File: src/sv/rmss_pkg.sv
// ---------------------------------------------------------------------------
// rmss_pkg
// Shared types, codes and constants of the RMS mode segment screen.
// ---------------------------------------------------------------------------
`default_nettype none

package rmss_pkg;

   localparam int MAX_CHANNELS_DEF = 16;
   localparam int NUM_BINS_DEF     = 20;

   localparam int COUNT_W   = 16;
   localparam int BIN_MAX_W = 5;
   localparam int ALLOW_W   = 5;

   localparam logic [COUNT_W-1:0] COUNT_MAX = '1;

   localparam int BIN_LOW     = 50;
   localparam int BIN_STEP    = 100;
   localparam int HALF_BIN    = 50;
   // d / 100 as (d * 5243) >> 19, exact for d below 43690
   localparam int RECIP       = 5243;
   localparam int RECIP_SHIFT = 19;
   localparam int PROD_W      = 29;

   localparam logic [1:0] KIND_CLEAR = 2'd0;
   localparam logic [1:0] KIND_ACCUM = 2'd1;
   localparam logic [1:0] KIND_EVAL  = 2'd2;

   typedef struct packed {
      logic [1:0]  kind;
      logic [3:0]  channel;
      logic [15:0] segment;
      logic [15:0] rms_value;
      logic        last_channel;
   } req_type;

   typedef struct packed {
      logic [15:0] segment_out;
      logic        segment_valid;
   } rsp_type;

   typedef struct packed {
      logic                 in_range;
      logic [BIN_MAX_W-1:0] bin;
   } bin_info_type;

   typedef enum logic [1:0] {
      ST_CLEAR,
      ST_IDLE,
      ST_EXEC
   } state_type;

endpackage

`default_nettype wire

File: src/sv/rmss_binner.sv
// ---------------------------------------------------------------------------
// rmss_binner
// Maps an RMS value to its histogram bin and flags values outside all bins.
// ---------------------------------------------------------------------------
`default_nettype none

module rmss_binner #(
   parameter int NUM_BINS = rmss_pkg::NUM_BINS_DEF
) (
   input  wire logic [15:0]            rms_value,
   output rmss_pkg::bin_info_type      bin_info
);

   localparam logic [15:0] SPAN = 16'(NUM_BINS * rmss_pkg::BIN_STEP);

   logic [15:0]                  offset;
   logic [rmss_pkg::PROD_W-1:0]  prod;
   logic [rmss_pkg::PROD_W-1:0]  quot;

   always_comb begin
      offset = rms_value - 16'(rmss_pkg::BIN_LOW);
      prod   = rmss_pkg::PROD_W'(offset) * rmss_pkg::PROD_W'(rmss_pkg::RECIP);
      quot   = prod >> rmss_pkg::RECIP_SHIFT;
      bin_info.in_range = (rms_value >= 16'(rmss_pkg::BIN_LOW)) && (offset < SPAN);
      bin_info.bin      = rmss_pkg::BIN_MAX_W'(quot);
   end

endmodule

`default_nettype wire

File: config.mk
export PLATFORM = sky130hd
export DESIGN_NAME = rmss_binner
export DESIGN_NICKNAME = d
export VERILOG_FILES = /design/src/sv/rmss_pkg.sv /design/src/sv/rmss_binner.sv
export SDC_FILE = /design/constraint.sdc
export NUM_CORES = 1
export LEC_CHECK = 0
export BUFFER_PORTS_ARGS = -buffer_cell sky130_fd_sc_hd__buf_2
export CORE_MARGIN = 10
export CORE_UTILIZATION = 43
export DETAILED_ROUTE_END_ITERATION = 8
export GPL_ROUTABILITY_DRIVEN = 0
export SLEW_MARGIN = 10
export SYNTH_ARGS = -nofsm -noshare
export SYNTH_HDL_FRONTEND = slang
export SYNTH_SLANG_ARGS = --single-unit
File: constraint.sdc
create_clock -name vclk -period 11.9
set_input_delay 0.595 -clock vclk [all_inputs]
set_output_delay 0.595 -clock vclk [all_outputs]
set_load 0.01 [all_outputs]
Word-level counts from Yosys, hierarchy flattened

Cells that the tools add are included.

Bits in registers: 0
Word-level logic and storage cells: 5
Bits of input ports: 16

Multiply operators: 1
Reductions and logical operators: 1
$lt $le $gt $ge: 2
$add $sub $neg: 1

Operator list:

| kind                   | number |
|---|---|
| $mul 16x13->24 const B | 1 |
| $ge 16x6->1 const B    | 1 |
| $lt 16x11->1 const B   | 1 |
| $sub 16x6->16 const B  | 1 |
| $logic_and 1x1->1      | 1 |

Longest topological paths before layout

Gate-level depths: netlist of run 1.

Depth after elaboration: 3
Gate-level depth with buffers: 25

Least setup slack after synthesis of run 1

Ideal clock, no wire load.

Path kind: input port to output port
Start: input rms_value[1]
End: output bin_info[3] (netlist name)
Path slack: 5,058 ps
Stages: 21
Buffers on the path: 0
Data arrival time: 6,247 ps
Required time: 11,305 ps
Path through: inv_1 ha_1 a21oi_1 or4_4 or3_1 xnor2_1 fa_1 ha_1 inv_1 fa_1 inv_1 fa_1 inv_1 fa_1 inv_1 ha_1 and3_1 a221o_1 o41ai_2 o21bai_1 xor2_1

RTL lines:

| what               | RTL line          | source |
|---|---|---|
| start: declaration | rmss_binner.sv:10 | `input wire logic [15:0] rms_value,` |
| end: declaration   | rmss_binner.sv:11 | `output rmss_pkg::bin_info_type bin_info` |

==> results of run 1 <==
[layer usage]
layer,GRT usage,routed length (µm),vias to the layer above
met3,0.00365,106,0
met4,0.000825,0,0
met5,0,0,-
met1,0.177,3860,1282
li1,-,-,1305
met2,0.220,3870,17
[stage by stage]
stage               area (µm²)  hold WS (ns)  cells
global route              4100          1.69    544
floorplan                 3870          1.40    416
detailed placement        4100          1.66    544
global placement          4100          1.65    544
CTS                       4100          1.66    544
finish                    4100          1.65    544
[cells in the final DEF, fill, tap and decap left out, types with 2 or more instances in the layout]
cell | synthesis | layout
a21o_1 | 5 | 5
a21oi_1 | 9 | 9
buf_2 | 1 | 22
fa_1 | 69 | 69
ha_1 | 92 | 92
inv_1 | 141 | 141
nand2_1 | 8 | 8
nand2b_1 | 3 | 3
nand3_1 | 6 | 6
nand4_1 | 2 | 2
nor2_1 | 9 | 9
nor2b_1 | 2 | 2
nor3_1 | 5 | 5
nor4b_1 | 2 | 2
o21a_1 | 2 | 2
o21ai_0 | 5 | 5
o21bai_1 | 2 | 2
or3_1 | 4 | 4
xnor2_1 | 21 | 21
xor2_1 | 9 | 9
[Yosys cell counts, types with 3 or more instances]
master,number
inv_1,141
ha_1,92
fa_1,69
xnor2_1,21
a21oi_1,9
nor2_1,9
xor2_1,9
nand2_1,8
nand3_1,6
a21o_1,5
nor3_1,5
o21ai_0,5
or3_1,4
nand2b_1,3
[cell families (layout without fill, tap and decap cells)]
logic type / after synthesis / in the layout / share of synthesized area
AND/OR/NAND/NOR: 48 / 48 / 0.0667
XOR/XNOR: 30 / 30 / 0.0680
AO/OA/AOI/OAI: 31 / 31 / 0.0628
adder cells (fa/ha/maj): 161 / 161 / 0.655
multiplexers: 2 / 2 / 0.00550
buffers and inverters: 144 / 164 / 0.142
[worst paths after layout]
path	to	start	cells past startpoint	slack, ns
hold / removal	bin_info[5]	rms_value[11]	4	1.65
setup / recovery	bin_info[3]	rms_value[1]	23	4.28
[power by group]
group	switching (mW)	total [mW]	internal [mW]
combinational	0.614	1.10	0.487
sequential	0	0	0
clock	0	0	0
total	0.614	1.10	0.487
[worst max-delay path, delay by kind of cell]
| family | cells | cell delay, ns |
|---|---|---|
| fa+ha+maj | 7 | 2.94 |
| compound gates | 4 | 1.07 |
| simple gates | 3 | 1.04 |
| xor+xnor | 2 | 0.74 |
| buf+inv | 7 | 0.62 |
[cell type report]
| cell class | instances | area, µm² | share of cell area |
|---|---|---|---|
| Tap cell | 108 | 135 | 0.0330 |
| Inverter | 142 | 533 | 0.130 |
| Multi-Input combinational cell | 272 | 3320 | 0.810 |
| Timing Repair Buffer | 22 | 110 | 0.0269 |
==> out/qor.txt, run 1 <==
leak pwr = 2.30 nW
Ant. Diodes = 0
crit-path most repeated cell = inv_1
Fin. Hold Viols = 0
Syn Nets = 593
PwrDens = 269 nW/µm²
initial DRC count = 96
share of cells above drive strength 1 = 0.0665
Ports = 22
Crit. End Element = output port
status = complete, no violations
worst relative slew slack = 0.309
cts hold-fix bufs = 0
via count = 2,604
routed wire length = 7840 µm
register area = 0 µm²
core area = 8720 µm²
Syn Area/Cell = 9.29 µm²
initial core utilization = 0.443
pin count of the biggest net entering global routing = 9
crit path DAT = 7.03 ns
sequential cell count = 0
HP Class = in2out
critical path launch point type = input pin
Post-layout nets = 615
first-pass iteration count of the detailed router = 4
vias in the first global route = 2,862
postcts setup bufs = 0
DRT antenna net count = 0
max_cap viols = 0
Vias/cell = 4.79
Die Area = 13,200 µm²
worst-margin pin slew = 1.03 ns
post_cts resized = 0
post-synth top area cell = fa_1
Core Util, Final = 0.470
Yosys cell types = 39
area share of the largest cell type after synthesis = 0.357
Peak VDD IR = 380 µV
DR WL/cell = 14.4 µm
CP max stage delay = 0.58 ns
Die W = 115 µm
layout clock buffer count = 0
Setup TNS = 0 ns
Final setup viols = 0
Place WS = 4.20 ns
crit-path cells = buf_2, inv_1, ha_1, a21oi_1, or4_4, or3_1, xnor2_1, fa_1, ha_1, inv_1, fa_1, inv_1, fa_1, inv_1, fa_1, inv_1, ha_1, and3_1, a221o_1, o41ai_2, o21bai_1, xor2_1, buf_2
Rows = 34
Critical Path Slowest Stage Cell = xnor2_1
Final period util = 0.641
Worst Slack Setup Final = 4.28 ns
Crit Path Max Fanout = 7
PortBufs = 22
main area contributors after synthesis = fa_1, ha_1, inv_1
CP Data Required Time = 11.31 ns
Yosys warning count = 0
critical path class = in2out
Detail Placement HPWL = 7560 µm
Syn Std Cell Area = 3870 µm²
sequential fraction of the synthesis area = 0
fmax = 0.131 GHz
Fillers = 843
final slew viol count = 0
initial antenna violation count = 0
first-pass GRT wire length = 13,800 µm
area delta synth->final = 5.92%
DIE HEIGHT = 115 µm
unrepaired setup endpoints after global routing = no
Global Route Usage Sum = 0.125
crit path time final = 7.62 ns
cells after synthesis = 416
GRT overflow = 0
DRC viols = 0
Total Power = 1.10 mW
No activity file was read; power rests on OpenSTA's default activity.
==> inputs of run 2 (changes only) <==
clock period = 7.2 ns   (was 11.9 ns; I/O delays follow)
==> run 2 against run 1 <==
Non-clock buffer count rose by 10. Design area up 2.2%. Via count rose by 2.2%. Global-route usage rose by 0.17 points. Combinational power is 70% higher. Routed wire length up 0.71%. Worst hold slack worse by 0.47 ns. Critical endpoint is now bin_info[4]. Largest cell class unchanged.
==> out/qor.txt, run 2 (synthesized netlist as in run 1, its figures left out) <==
status = complete, no violations
Peak VDD IR = 508 µV (+33%)
register area = 0 µm² (unchanged)
Ports = 22 (unchanged)
crit path DAT = 6.33 ns (-0.70 ns)
critical path class = in2out
Rows = 34 (unchanged)
Die Area = 13,200 µm² (unchanged)
initial antenna violation count = 0 (unchanged)
CP Data Required Time = 6.84 ns (-4.47 ns)
first-pass GRT wire length = 14,000 µm (+1.6%)
Fin. Hold Viols = 0 (unchanged)
HP Class = in2out
Die W = 115 µm (unchanged)
Crit. End Element = output port
crit path time final = 6.69 ns
pin count of the biggest net entering global routing = 9 (unchanged)
initial core utilization = 0.443 (unchanged)
max_cap viols = 0 (unchanged)
worst-margin pin slew = 0.985 ns (-0.0440 ns)
initial DRC count = 100 (+4.2%)
critical path launch point type = input pin
routed wire length = 7890 µm (+0.71%)
Final period util = 0.929
most frequent cells in the layout = inv_1, ha_1, fa_1
GRT overflow = 0 (unchanged)
vias in the first global route = 2,919 (+2.0%)
DRT antenna net count = 0 (unchanged)
final slew viol count = 0 (unchanged)
area delta synth->final = 8.25%
Ant. Diodes = 0 (unchanged)
core area = 8720 µm² (unchanged)
PortBufs = 22 (unchanged)
Setup TNS = 0 ns (unchanged)
Global Route Usage Sum = 0.127 (+0.00172)
commonest non-fill, non-tap cell in the layout = inv_1
leak pwr = 2.36 nW (+2.2%)
DRC viols = 0 (unchanged)
Crit Path Max Fanout = 7 (unchanged)
DIE HEIGHT = 115 µm (unchanged)
unrepaired setup endpoints after global routing = no
Final setup viols = 0 (unchanged)
Post-layout nets = 625 (+1.6%)
hold_ws = 1.18 ns (-0.472 ns)
sequential cell count = 0 (unchanged)
share of cells above drive strength 1 = 0.0897 (+0.0232)
Vias/cell = 4.81 (+0.38%)
first-pass iteration count of the detailed router = 4 (unchanged)
via count = 2,662 (+2.2%)
layout clock buffer count = 0 (unchanged)
worst relative slew slack = 0.338 (+0.0296)
DR WL/cell = 14.2 µm (-1.1%)
Detail Placement HPWL = 7530 µm (-0.48%)
PwrDens = 448 nW/µm² (+67%)
fmax = 0.149 GHz
-- run 2: layout make-up --
cell class	count	area, µm²
Fill cell	849	4540
Multi-Input combinational cell	272	3330
Inverter	142	533
Timing Repair Buffer	32	185
Tap cell	108	135
-- run 2: worst max-delay path, cell delays in order --
cell	delay, ns
buf_2	0.16
inv_1	0.14
ha_1	0.25
a21oi_1	0.11
or4_4	0.45
nor3_1	0.26
buf_4	0.18
xor2_1	0.22
fa_1	0.49
ha_1	0.30
inv_1	0.04
fa_1	0.47
inv_1	0.05
fa_1	0.53
inv_1	0.06
fa_1	0.53
inv_1	0.04
ha_1	0.29
and3_1	0.20
a221o_1	0.38
o41ai_4	0.36
nand3b_1	0.13
o311ai_0	0.10
buf_2	0.19
-- run 2: layer usage --
layer	up-vias	share of wire	track usage	wire [µm]
li1	1329	-	-	-
met1	1304	0.48	0.185	3790
met2	25	0.49	0.213	3860
met3	4	0.025	0.00417	194
met4	0	0.0053	0.00660	42
met5	-	0	0	0
-- run 2: repair_timing --
action | 4_1_cts | 5_1_grt
hold buffers | 0 | 0
buffers inserted | 0 | 0
resized for setup | 0 | 2
endpoints found under the setup margin | 0 | 2
-- run 2: worst paths after layout --
check                          from  cells past startpoint          end  slack (ns)
worst min-delay path  rms_value[11]                      4  bin_info[5]        1.18
worst max-delay path   rms_value[1]                     24  bin_info[4]        0.51
-- run 2: where the power goes --
group / internal [mW] / switching [mW]
Combinational: 0.827 / 1.05
Clock: 0 / 0
Sequential: 0 / 0
Total: 0.827 / 1.05
-- run 2: through the flow --
step                power, mW   util  area [µm²]  std cells  worst slack [ns]
CTS                      1.90  0.478        4170        554             0.308
global placement         1.81  0.478        4170        554             0.446
global route             2.22  0.480        4190        554            0.0902
finish                   1.87  0.480        4190        554             0.508
floorplan                1.37      -        3870        416             0.828
detailed placement       1.88  0.478        4170        554             0.338
