--- src/sv/rmss_ram.sv ---
// ---------------------------------------------------------------------------
// rmss_ram
// Generic single-port synchronous RAM with registered read data.
// ---------------------------------------------------------------------------
`default_nettype none

module rmss_ram #(
   parameter int WIDTH = 8,
   parameter int DEPTH = 16,
   parameter int AW    = (DEPTH > 1) ? $clog2(DEPTH) : 1
) (
   input  wire logic             clock,
   input  wire logic             we,
   input  wire logic [AW-1:0]    addr,
   input  wire logic [WIDTH-1:0] wr_data,
   output logic      [WIDTH-1:0] rd_data
);

   logic [WIDTH-1:0] mem [DEPTH];
   logic [WIDTH-1:0] rd_data_ff;

   always_ff @(posedge clock) begin
      if (we) begin
         mem[addr] <= wr_data;
      end
      rd_data_ff <= mem[addr];
   end

   assign rd_data = rd_data_ff;

endmodule

`default_nettype wire

--- config.mk ---
export PLATFORM = sky130hd
export DESIGN_NAME = rmss_ram
export DESIGN_NICKNAME = d
export VERILOG_FILES = /design/src/sv/rmss_ram.sv
export SDC_FILE = /design/constraint.sdc
export NUM_CORES = 1
export LEC_CHECK = 0
export BUFFER_PORTS_ARGS = -buffer_cell sky130_fd_sc_hd__buf_2
export CAP_MARGIN = 5
export CORE_ASPECT_RATIO = 0.9
export CORE_MARGIN = 4
export CORE_UTILIZATION = 65
export DETAILED_ROUTE_END_ITERATION = 10
export GPL_TIMING_DRIVEN = 0
export PLACE_DENSITY = 0.83
export SYNTH_ARGS = -nofsm -noshare
export SYNTH_HDL_FRONTEND = slang
export SYNTH_SLANG_ARGS = --single-unit
export TNS_END_PERCENT = 50
--- constraint.sdc ---
create_clock -name clock -period 4.4 [get_ports clock]
set_clock_uncertainty 0.2 [all_clocks]
set_input_delay 0.44 -clock clock [delete_from_list [all_inputs] [get_ports clock]]
set_output_delay 0.44 -clock clock [all_outputs]
set_load 0.03 [all_outputs]
Word level (Yosys, flattened, before mapping)
Memory sizes are Yosys's and may differ from the RTL's. A register that Yosys moved wholly into a read port is not among the register bits.
Cells that the tools add are included.
{"block": "op_classes", "mux": 2}
{"operator": "$mux W1", "count": 2}
{"block": "totals", "ff_bits": 0, "mem_bits_rw": 128, "inputBits": 14, "output_inout_bits": 8, "wordCells": 3, "mem_count": 1}
{"memory": "mem", "depth": 16, "width": 8, "read_ports": 1, "rd_clocked_by_memory_dff": 1, "wr": 1, "line": "19", "text": "logic [WIDTH-1:0] mem [DEPTH];"}

Longest topological paths before layout
Gate-level depths: netlist (run 1).
{"block": "depth", "word_depth": 2, "depth_mapped": 5}

Worst setup path before layout (run 1)
OpenSTA, ideal clock, no wires.
{"block": "synth_timing", "path_kind": "input to register", "from": "in addr[2]", "to": "mem mem[0][0] (enable)", "setup_ps": 383, "t_arrival_ps": 1550, "required_ps": 3817, "setup_slack_ps": 2267, "stages": 2, "n_path_buf": 0, "cell_sequence": "or3b_2 > nor3_1"}
{"element": "start: declaration", "line": "14", "text": "input wire logic [AW-1:0] addr,"}
{"element": "end: declaration", "line": "19"}
No word-level cell before the write port.

Worst setup path after layout (run 1)
{"block": "layout_timing", "from": "in addr[2]", "to": "mem mem[0][3] (enable)"}
No word-level cell before the write port.

==> flow_summary.toml, run 1 <==
[cells_and_area]
fin_nets = 284
antennaDiodeCount = 0
final_core_util_pct = 77.6
final_common_cell = "edfxtp_1"
design_area_um2 = 5880
layout_common_cells = "edfxtp_1, mux4_2, buf_2, a22oi_1, clkbuf_16"
area_growth_pct = 16.1
drive_above_1_share_pct = 32.2

[logic_synthesis]
synth_fp_nets = 244
synth-seq-cells = 136
synth_area_per_cell_um2 = 22.0
synth-seq-area-share_pct = 79.0
ys_types = 18
synth_top_area_share_pct = 75.9
synth_area_leaders = "edfxtp_1, mux4_2, dfxtp_1"
yosysWarnings = 0
yosysTopAreaCell = "edfxtp_1"
netlist_area_um2 = 5070
syn_inst = 230

[routing]
first_iter_violations = 310
via_count = 2442
routedWlPerCell_um = 25.7
drtPass1Iterations = 5
highest_layer = "met4"
antenna_left = 0
met3_length_um = 1060
finalWirelength_um = 9740
drc = 0
vias_per_cell = 6.44
wl_met2_um = 4800
met1_length_um = 3670

[timing]
worst_pin_slew_ns = 1.22
hold_violations = 0
period_share_pct = 49.0
setup_slack_ns = 2.25
min_period_ns = 2.15
clock.fmax_mhz = 464
rsz0062_at_grt = "no"
setup_viol = 0
tns_ns = 0
slew_headroom_pct = 18.0
report.final.slew_viol_count = 0

[clocking]
htree_levels = 4
cts_tree = "done"
clock-sinks = 136
postCtsSetupRepairBufs = 0
clock_latency_ns = 0.52
cts_buffers = 17
post_cts_resize_count = 0
path_clk_slew_ns = 0.06
cts_root_buffer = "clkbuf_8"
ctsLongestPathBuffers = 2
holdBufCountCts = 0

[global_routing]
grt_max_degree = 17
grt_pass1_wl_um = 14900
grt_use_total_pct = 23.2
antenna_found_initial = 0
grt_pass1_vias = 2475
grt.overflow.total = 0

[setup_path]
crit_arrival_ns = 2.08
critPathRequiredTime_ns = 4.33
worst-path-max-fanout = 8
criticalPathCategory = "input pin to register"
crit_path_end_kind = "register"
startpoint_type = "input pin"

[outcome]
status = "completed"

[pwr]
powerDensity_nw_per_um2 = 510
p_leak_nw = 1.94
power_w = 0.00300
ir_drop_mv = 0.523

[min_path]
hp-class = "input pin to register"

[placed_design]
dpl_cell_area_um2 = 5280
pre_cts_ws_ns = 1.67
place_congestion = 0.861
dpl.hpwl_um = 5930
port_buffers = 19

[floorplan]
die_h_um = 91.8
die-width_um = 101
die-area_um2 = 9270
rows = 30
io_pins = 22
start_util_pct = 66.8
coreArea_um2 = 7580

[run]
drv_cap = 0
where the power goes:
group	switching [W]	internal, W
Combinational	0.0000980	0.0000550
Sequential	0.00000793	0.00145
Clock	0.000525	0.000864
Total	0.000631	0.00237
state kept, by name (all words and copies together) (netlist names):
signal,cells
rd_data,8
mem,128
metrics by stage:
stage	hold WS [ns]	instances
floorplan	0.339	230
global placement	0.480	345
detailed placement	0.473	345
CTS	0.110	377
global route	0.117	379
finish	0.120	379
per-layer routing:
metal | GRT usage (%) | vias up
met5 | 0 | -
met2 | 34.2 | 159
met4 | 9.08 | 0
li1 | - | 1042
met1 | 33.2 | 1223
met3 | 6.92 | 18
Yosys cell counts (all sizes together):
library cell and count:
a22oi 16, clkbuf 3, dfxtp 8, nor2b 2, edfxtp 128, nand2b 2
mux4 32, buf 8, nor2 13, nor3 4, nand2 9, nand3 1
and2 1, or3b 1, nand3b 2
kinds of logic (layout without fill, tap and decap cells):
| group | Yosys count | in the layout | share of synthesized area, % |
|---|---|---|---|
| AOI/OAI and AO/OA | 16 | 16 | 2.37 |
| muxes | 32 | 32 | 14.2 |
| and+or+nand+nor | 35 | 35 | 3.21 |
| DFF | 136 | 136 | 79.0 |
| buffers and inverters | 11 | 64 | 1.19 |
worst paths after layout:
kind                            startpoint    endpoint  slack, ns  cells past startpoint
worst max-delay path               addr[2]   mem[0][3]       2.25                      3
worst min-delay path            wr_data[6]   mem[4][6]       0.12                      1
worst max register to register   mem[4][2]  rd_data[2]       2.80                      3
worst min register to register   mem[6][7]  rd_data[7]       0.50                      3
critical path, cell delays in order:
cell and delay [ns]:
buf_2 0.16, or3b_2 0.53, nor3_1 0.95
cell type report:
cell class	instances	area, um^2
Multi-Input combinational cell	83	1000
Tap cell	96	120
Clock inverter	15	178
Sequential cell	136	4000
Clock buffer	17	414
Timing Repair Buffer	21	105
Buffer	11	60.1
Fill cell	397	1700
Power figures use the tool's default switching activity.
==> run 2, diff against run 1 <==
- CORE_UTILIZATION: 65 -> 60
- PLACE_DENSITY: 0.83 -> 0.78
- clock period: 4.4 -> 2.1 ns (I/O delays scaled with it)
==> run 2 against run 1 <==
  * Utilization is 4.5 points lower
  * Critical path type unchanged
  * Critical endpoint is now mem[3][7]
  * Non-clock buffer count grew 9
  * Clock-buffer cell count is 1 higher
  * Hold slack worse by 0.054 ns
==> flow_summary.toml, run 2 (same netlist as run 1, synthesis figures left out) <==
[outcome]
status = "completed"

[clocking]
cts_root_buffer = "clkbuf_8"
cts_tree = "done"
clock-sinks = 136
post_cts_resize_count = 0
holdBufCountCts = 8
htree_levels = 4
cts_buffers = 17
ctsLongestPathBuffers = 2
postCtsSetupRepairBufs = 0
clock_latency_ns = 0.52
path_clk_slew_ns = 0.06

[cells_and_area]
largest_register = "mem"
area_growth_pct = 17.5
final_common_cell = "edfxtp_1"
layout_common_cells = "edfxtp_1, mux4_2, buf_2, a22oi_1, clkbuf_16"
multi_input_area_um2 = 1000
drive_above_1_share_pct = 31.2
largest_reg_flops = 128
antennaDiodeCount = 0
fin_nets = 293
seq_area_um2 = 4000
nFillCells = 489

[routing]
antenna_left = 0
vias_per_cell = 6.18
drc = 0
first_iter_violations = 237
via_count = 2417
finalWirelength_um = 10200
drtPass1Iterations = 5
routedWlPerCell_um = 26.0

[setup_path]
startpoint_type = "input pin"
crit_arrival_ns = 1.85
worst-path-max-fanout = 10
criticalPathCategory = "input pin to register"
critPathRequiredTime_ns = 2.05
crit_path_end_kind = "register"

[floorplan]
die-area_um2 = 9980
die-width_um = 105
io_pins = 22
die_h_um = 95.2
coreArea_um2 = 8150
rows = 31
start_util_pct = 62.2

[global_routing]
grt_max_degree = 17
antenna_found_initial = 0
grt_pass1_wl_um = 15500
grt_use_total_pct = 22.6
grt.overflow.total = 0
grt_pass1_vias = 2549

[pwr]
p_leak_nw = 1.96
powerDensity_nw_per_um2 = 1040
ir_drop_mv = 0.751
power_w = 0.00620

[timing]
rsz0062_at_grt = "no"
hold_violations = 0
min_period_ns = 1.91
setup_viol = 0
report.final.slew_viol_count = 0
worst_pin_slew_ns = 1.13
clock.fmax_mhz = 525
slew_headroom_pct = 24.0
period_share_pct = 90.7
tns_ns = 0

[placed_design]
place_congestion = 0.758
port_buffers = 19
dpl.hpwl_um = 6060

[run]
drv_cap = 0

[min_path]
hp-class = "input pin to register"
run 2: cell count changes in the layout (fill, tap and decap cells not counted):
cell | previous run | this run
clkinv_4 | 4 | 3
clkinv_2 | 4 | 3
clkbuf_1 | 2 | 3
dlygate4sd3_1 | 0 | 8
buf_4 | 0 | 1
inv_6 | 2 | 3
clkinvlp_4 | 2 | 3
bufinv_16 | 3 | 2
run 2: path summary, 6_finish.rpt:
check,from,end,slack [ns],cells after the start
worst min register to register,mem[11][0],rd_data[0],0.50,3
worst min-delay path,we,mem[4][5],0.07,3
worst max register to register,mem[5][5],rd_data[5],0.44,3
worst max-delay path,addr[1],mem[3][7],0.19,4
run 2: area by class of cell:
cell class | instances | area share, %
Buffer | 11 | 1.01
Clock buffer | 18 | 7.02
Clock inverter | 14 | 2.52
Multi-Input combinational cell | 83 | 16.9
Sequential cell | 136 | 67.3
Tap cell | 99 | 2.08
Timing Repair Buffer | 30 | 3.24
run 2: where the power goes:
group | leakage [nW] | internal [W] | switching [W]
registers | 1.22 | 0.00304 | 0.0000162
clock network | 0.272 | 0.00170 | 0.00112
logic | 0.467 | 0.000126 | 0.000207
total | 1.96 | 0.00486 | 0.00134
run 2: critical path: stages:
cell,delay (ns)
buf_2,0.25
buf_1,0.45
nand2_1,0.24
nor2_1,0.69
run 2: metal layers:
layer	up-vias	track usage [%]	routed length, um
li1	1066	-	-
met1	1238	30.3	4120
met2	99	35.6	4930
met3	14	6.91	889
met4	0	9.07	229
met5	-	0	0
run 2: metrics by stage:
| stage | cell area (um^2) | setup slack (ns) | hold slack (ns) | std cells | utilization [%] |
|---|---|---|---|---|---|
| floorplan | 5070 | 0.197 | 0.109 | 230 | - |
| global placement | 5290 | -0.361 | 0.410 | 348 | 64.9 |
| detailed placement | 5290 | -0.430 | 0.425 | 348 | 64.9 |
| CTS | 5930 | 0.109 | 0.0629 | 388 | 72.9 |
| global route | 5950 | 0.0997 | 0.0856 | 391 | 73.1 |
| finish | 5950 | 0.195 | 0.0662 | 391 | 73.1 |
==> run 3, diff against run 2 <==
- CORE_MARGIN: 4 -> default
==> run 3 against run 2 <==
  * Non-clock buffer count is 3 lower
  * Setup slack got worse by 0.082 ns
  * Sequential cell count unchanged
  * Power is 0.52% lower
  * Routed wire length decreased by 6.0%
  * Sequential share of layout area grew 0.26 points
==> flow_summary.toml, run 3 (same netlist as run 1, synthesis figures left out) <==
[placed_design]
place_congestion = 0.747
dpl.hpwl_um = 5750
port_buffers = 19

[routing]
finalWirelength_um = 9550
drc = 0
drtPass1Iterations = 5
routedWlPerCell_um = 24.6
first_iter_violations = 169
via_count = 2432
vias_per_cell = 6.27
antenna_left = 0

[clocking]
post_cts_resize_count = 0
cts_tree = "done"
clock_latency_ns = 0.52
postCtsSetupRepairBufs = 0
cts_root_buffer = "clkbuf_8"
cts_buffers = 17
path_clk_slew_ns = 0.06
clock-sinks = 136
ctsLongestPathBuffers = 2
htree_levels = 4

[pwr]
p_leak_nw = 1.95
ir_drop_mv = 0.705
powerDensity_nw_per_um2 = 1040

[timing]
worst_pin_slew_ns = 1.34
rsz0062_at_grt = "no"
min_period_ns = 1.99
period_share_pct = 94.7
report.final.slew_viol_count = 0
tns_ns = 0
clock.fmax_mhz = 503
slew_headroom_pct = 10.1
hold_violations = 0
holdWs_ns = 0.0715
setup_viol = 0

[setup_path]
criticalPathCategory = "input pin to register"
worst_path_max_delay_cell = "nor3_1"
rr_startpoint = "mem[7][3]"
max_stage_delay_ns = 1.03
path_cells = "buf_2, or3b_2, nor3_1"
worst-path-max-fanout = 8
crit_path_end_kind = "register"
startpoint_type = "input pin"
worstReg2RegEnd = "rd_data[3]"
reg2regPathDepth = 3
crit_arrival_ns = 1.91
rrSetupSlack_ns = 0.48
critPathRequiredTime_ns = 2.03

[global_routing]
grt_max_degree = 17
grt_pass1_wl_um = 13900
grt.overflow.total = 0
grt_pass1_vias = 2288
antenna_found_initial = 0
grt_use_total_pct = 24.0

[cells_and_area]
fin_nets = 290
largest_register = "mem"
largest_reg_flops = 128
final_common_cell = "edfxtp_1"
layout_common_cells = "edfxtp_1, mux4_2, buf_2, a22oi_1, clkbuf_16"
area_growth_pct = 17.0
antennaDiodeCount = 0
drive_above_1_share_pct = 30.1
nFillCells = 459

[run]
drv_cap = 0

[min_path]
min_to = "rd_data[0]"
min_from = "addr[0]"
hold_depth = 4
hp-class = "input pin to register"

[floorplan]
coreArea_um2 = 8110
io_pins = 22
die-width_um = 98.9
rows = 31
die-area_um2 = 8820
start_util_pct = 62.5
die_h_um = 89.2

[outcome]
status = "completed"
## run 3: cell count changes in the layout (fill, tap and decap cells not counted), sizes merged
cell,change
buf,-3
clkinv,+3
inv,-3
clkbuf,+2
clkinvlp,-2
## run 3: final cells by class
cell class | count | area, um^2 | area share, %
Multi-Input combinational cell | 83 | 1000 | 16.9
Buffer | 11 | 60.1 | 1.01
Clock buffer | 20 | 435 | 7.34
Clock inverter | 12 | 128 | 2.15
Tap cell | 99 | 124 | 2.09
Sequential cell | 136 | 4000 | 67.5
Timing Repair Buffer | 27 | 175 | 2.95
## run 3: critical path: cells and delay by family
| family | cells | cell delay [ns] |
|---|---|---|
| simple gates | 2 | 1.55 |
| buf+inv | 1 | 0.15 |
## run 3: how the worst max path moves through the flow
stage / start / endpoint / cells past startpoint
after CTS: addr[2] / mem[0][5] / 3
after detailed placement: addr[2] / mem[0][1] / 3
after global routing: addr[2] / mem[0][5] / 3
after global placement: addr[2] / mem[0][0] / 3
after floorplan: addr[2] / mem[0][0] / 2
final: addr[2] / mem[0][4] / 3
## run 3: report_power, final
group	internal, W	leakage [nW]	switching (W)
registers	0.00304	1.22	0.0000151
logic	0.000125	0.450	0.000203
clock network	0.00171	0.278	0.00107
## run 3: timing repair
action | 4_1_cts | 5_1_grt
hold buffers | 8 | 0
endpoints found under the hold margin | 128 | 0
endpoints found under the setup margin | 0 | 0
## run 3: metrics by stage
| stage | worst slack (ns) | util (%) | total power [W] | cell area [um^2] | instances |
|---|---|---|---|---|---|
| global placement | -0.354 | 65.2 | 0.00341 | 5290 | 348 |
| global route | 0.0811 | 73.1 | 0.00633 | 5930 | 388 |
| detailed placement | -0.412 | 65.2 | 0.00342 | 5290 | 348 |
| CTS | 0.159 | 73.1 | 0.00619 | 5930 | 388 |
| floorplan | 0.197 | - | 0.00330 | 5070 | 230 |
| finish | 0.112 | 73.1 | 0.00616 | 5930 | 388 |
## run 3: routing by layer
metal | vias to the layer above | wire length [um] | track usage [%]
li1 | 1052 | - | -
met1 | 1225 | 4120 | 34.1
met2 | 129 | 4430 | 33.7
met3 | 26 | 769 | 8.84
met4 | 0 | 241 | 11.5
met5 | - | 0 | 0
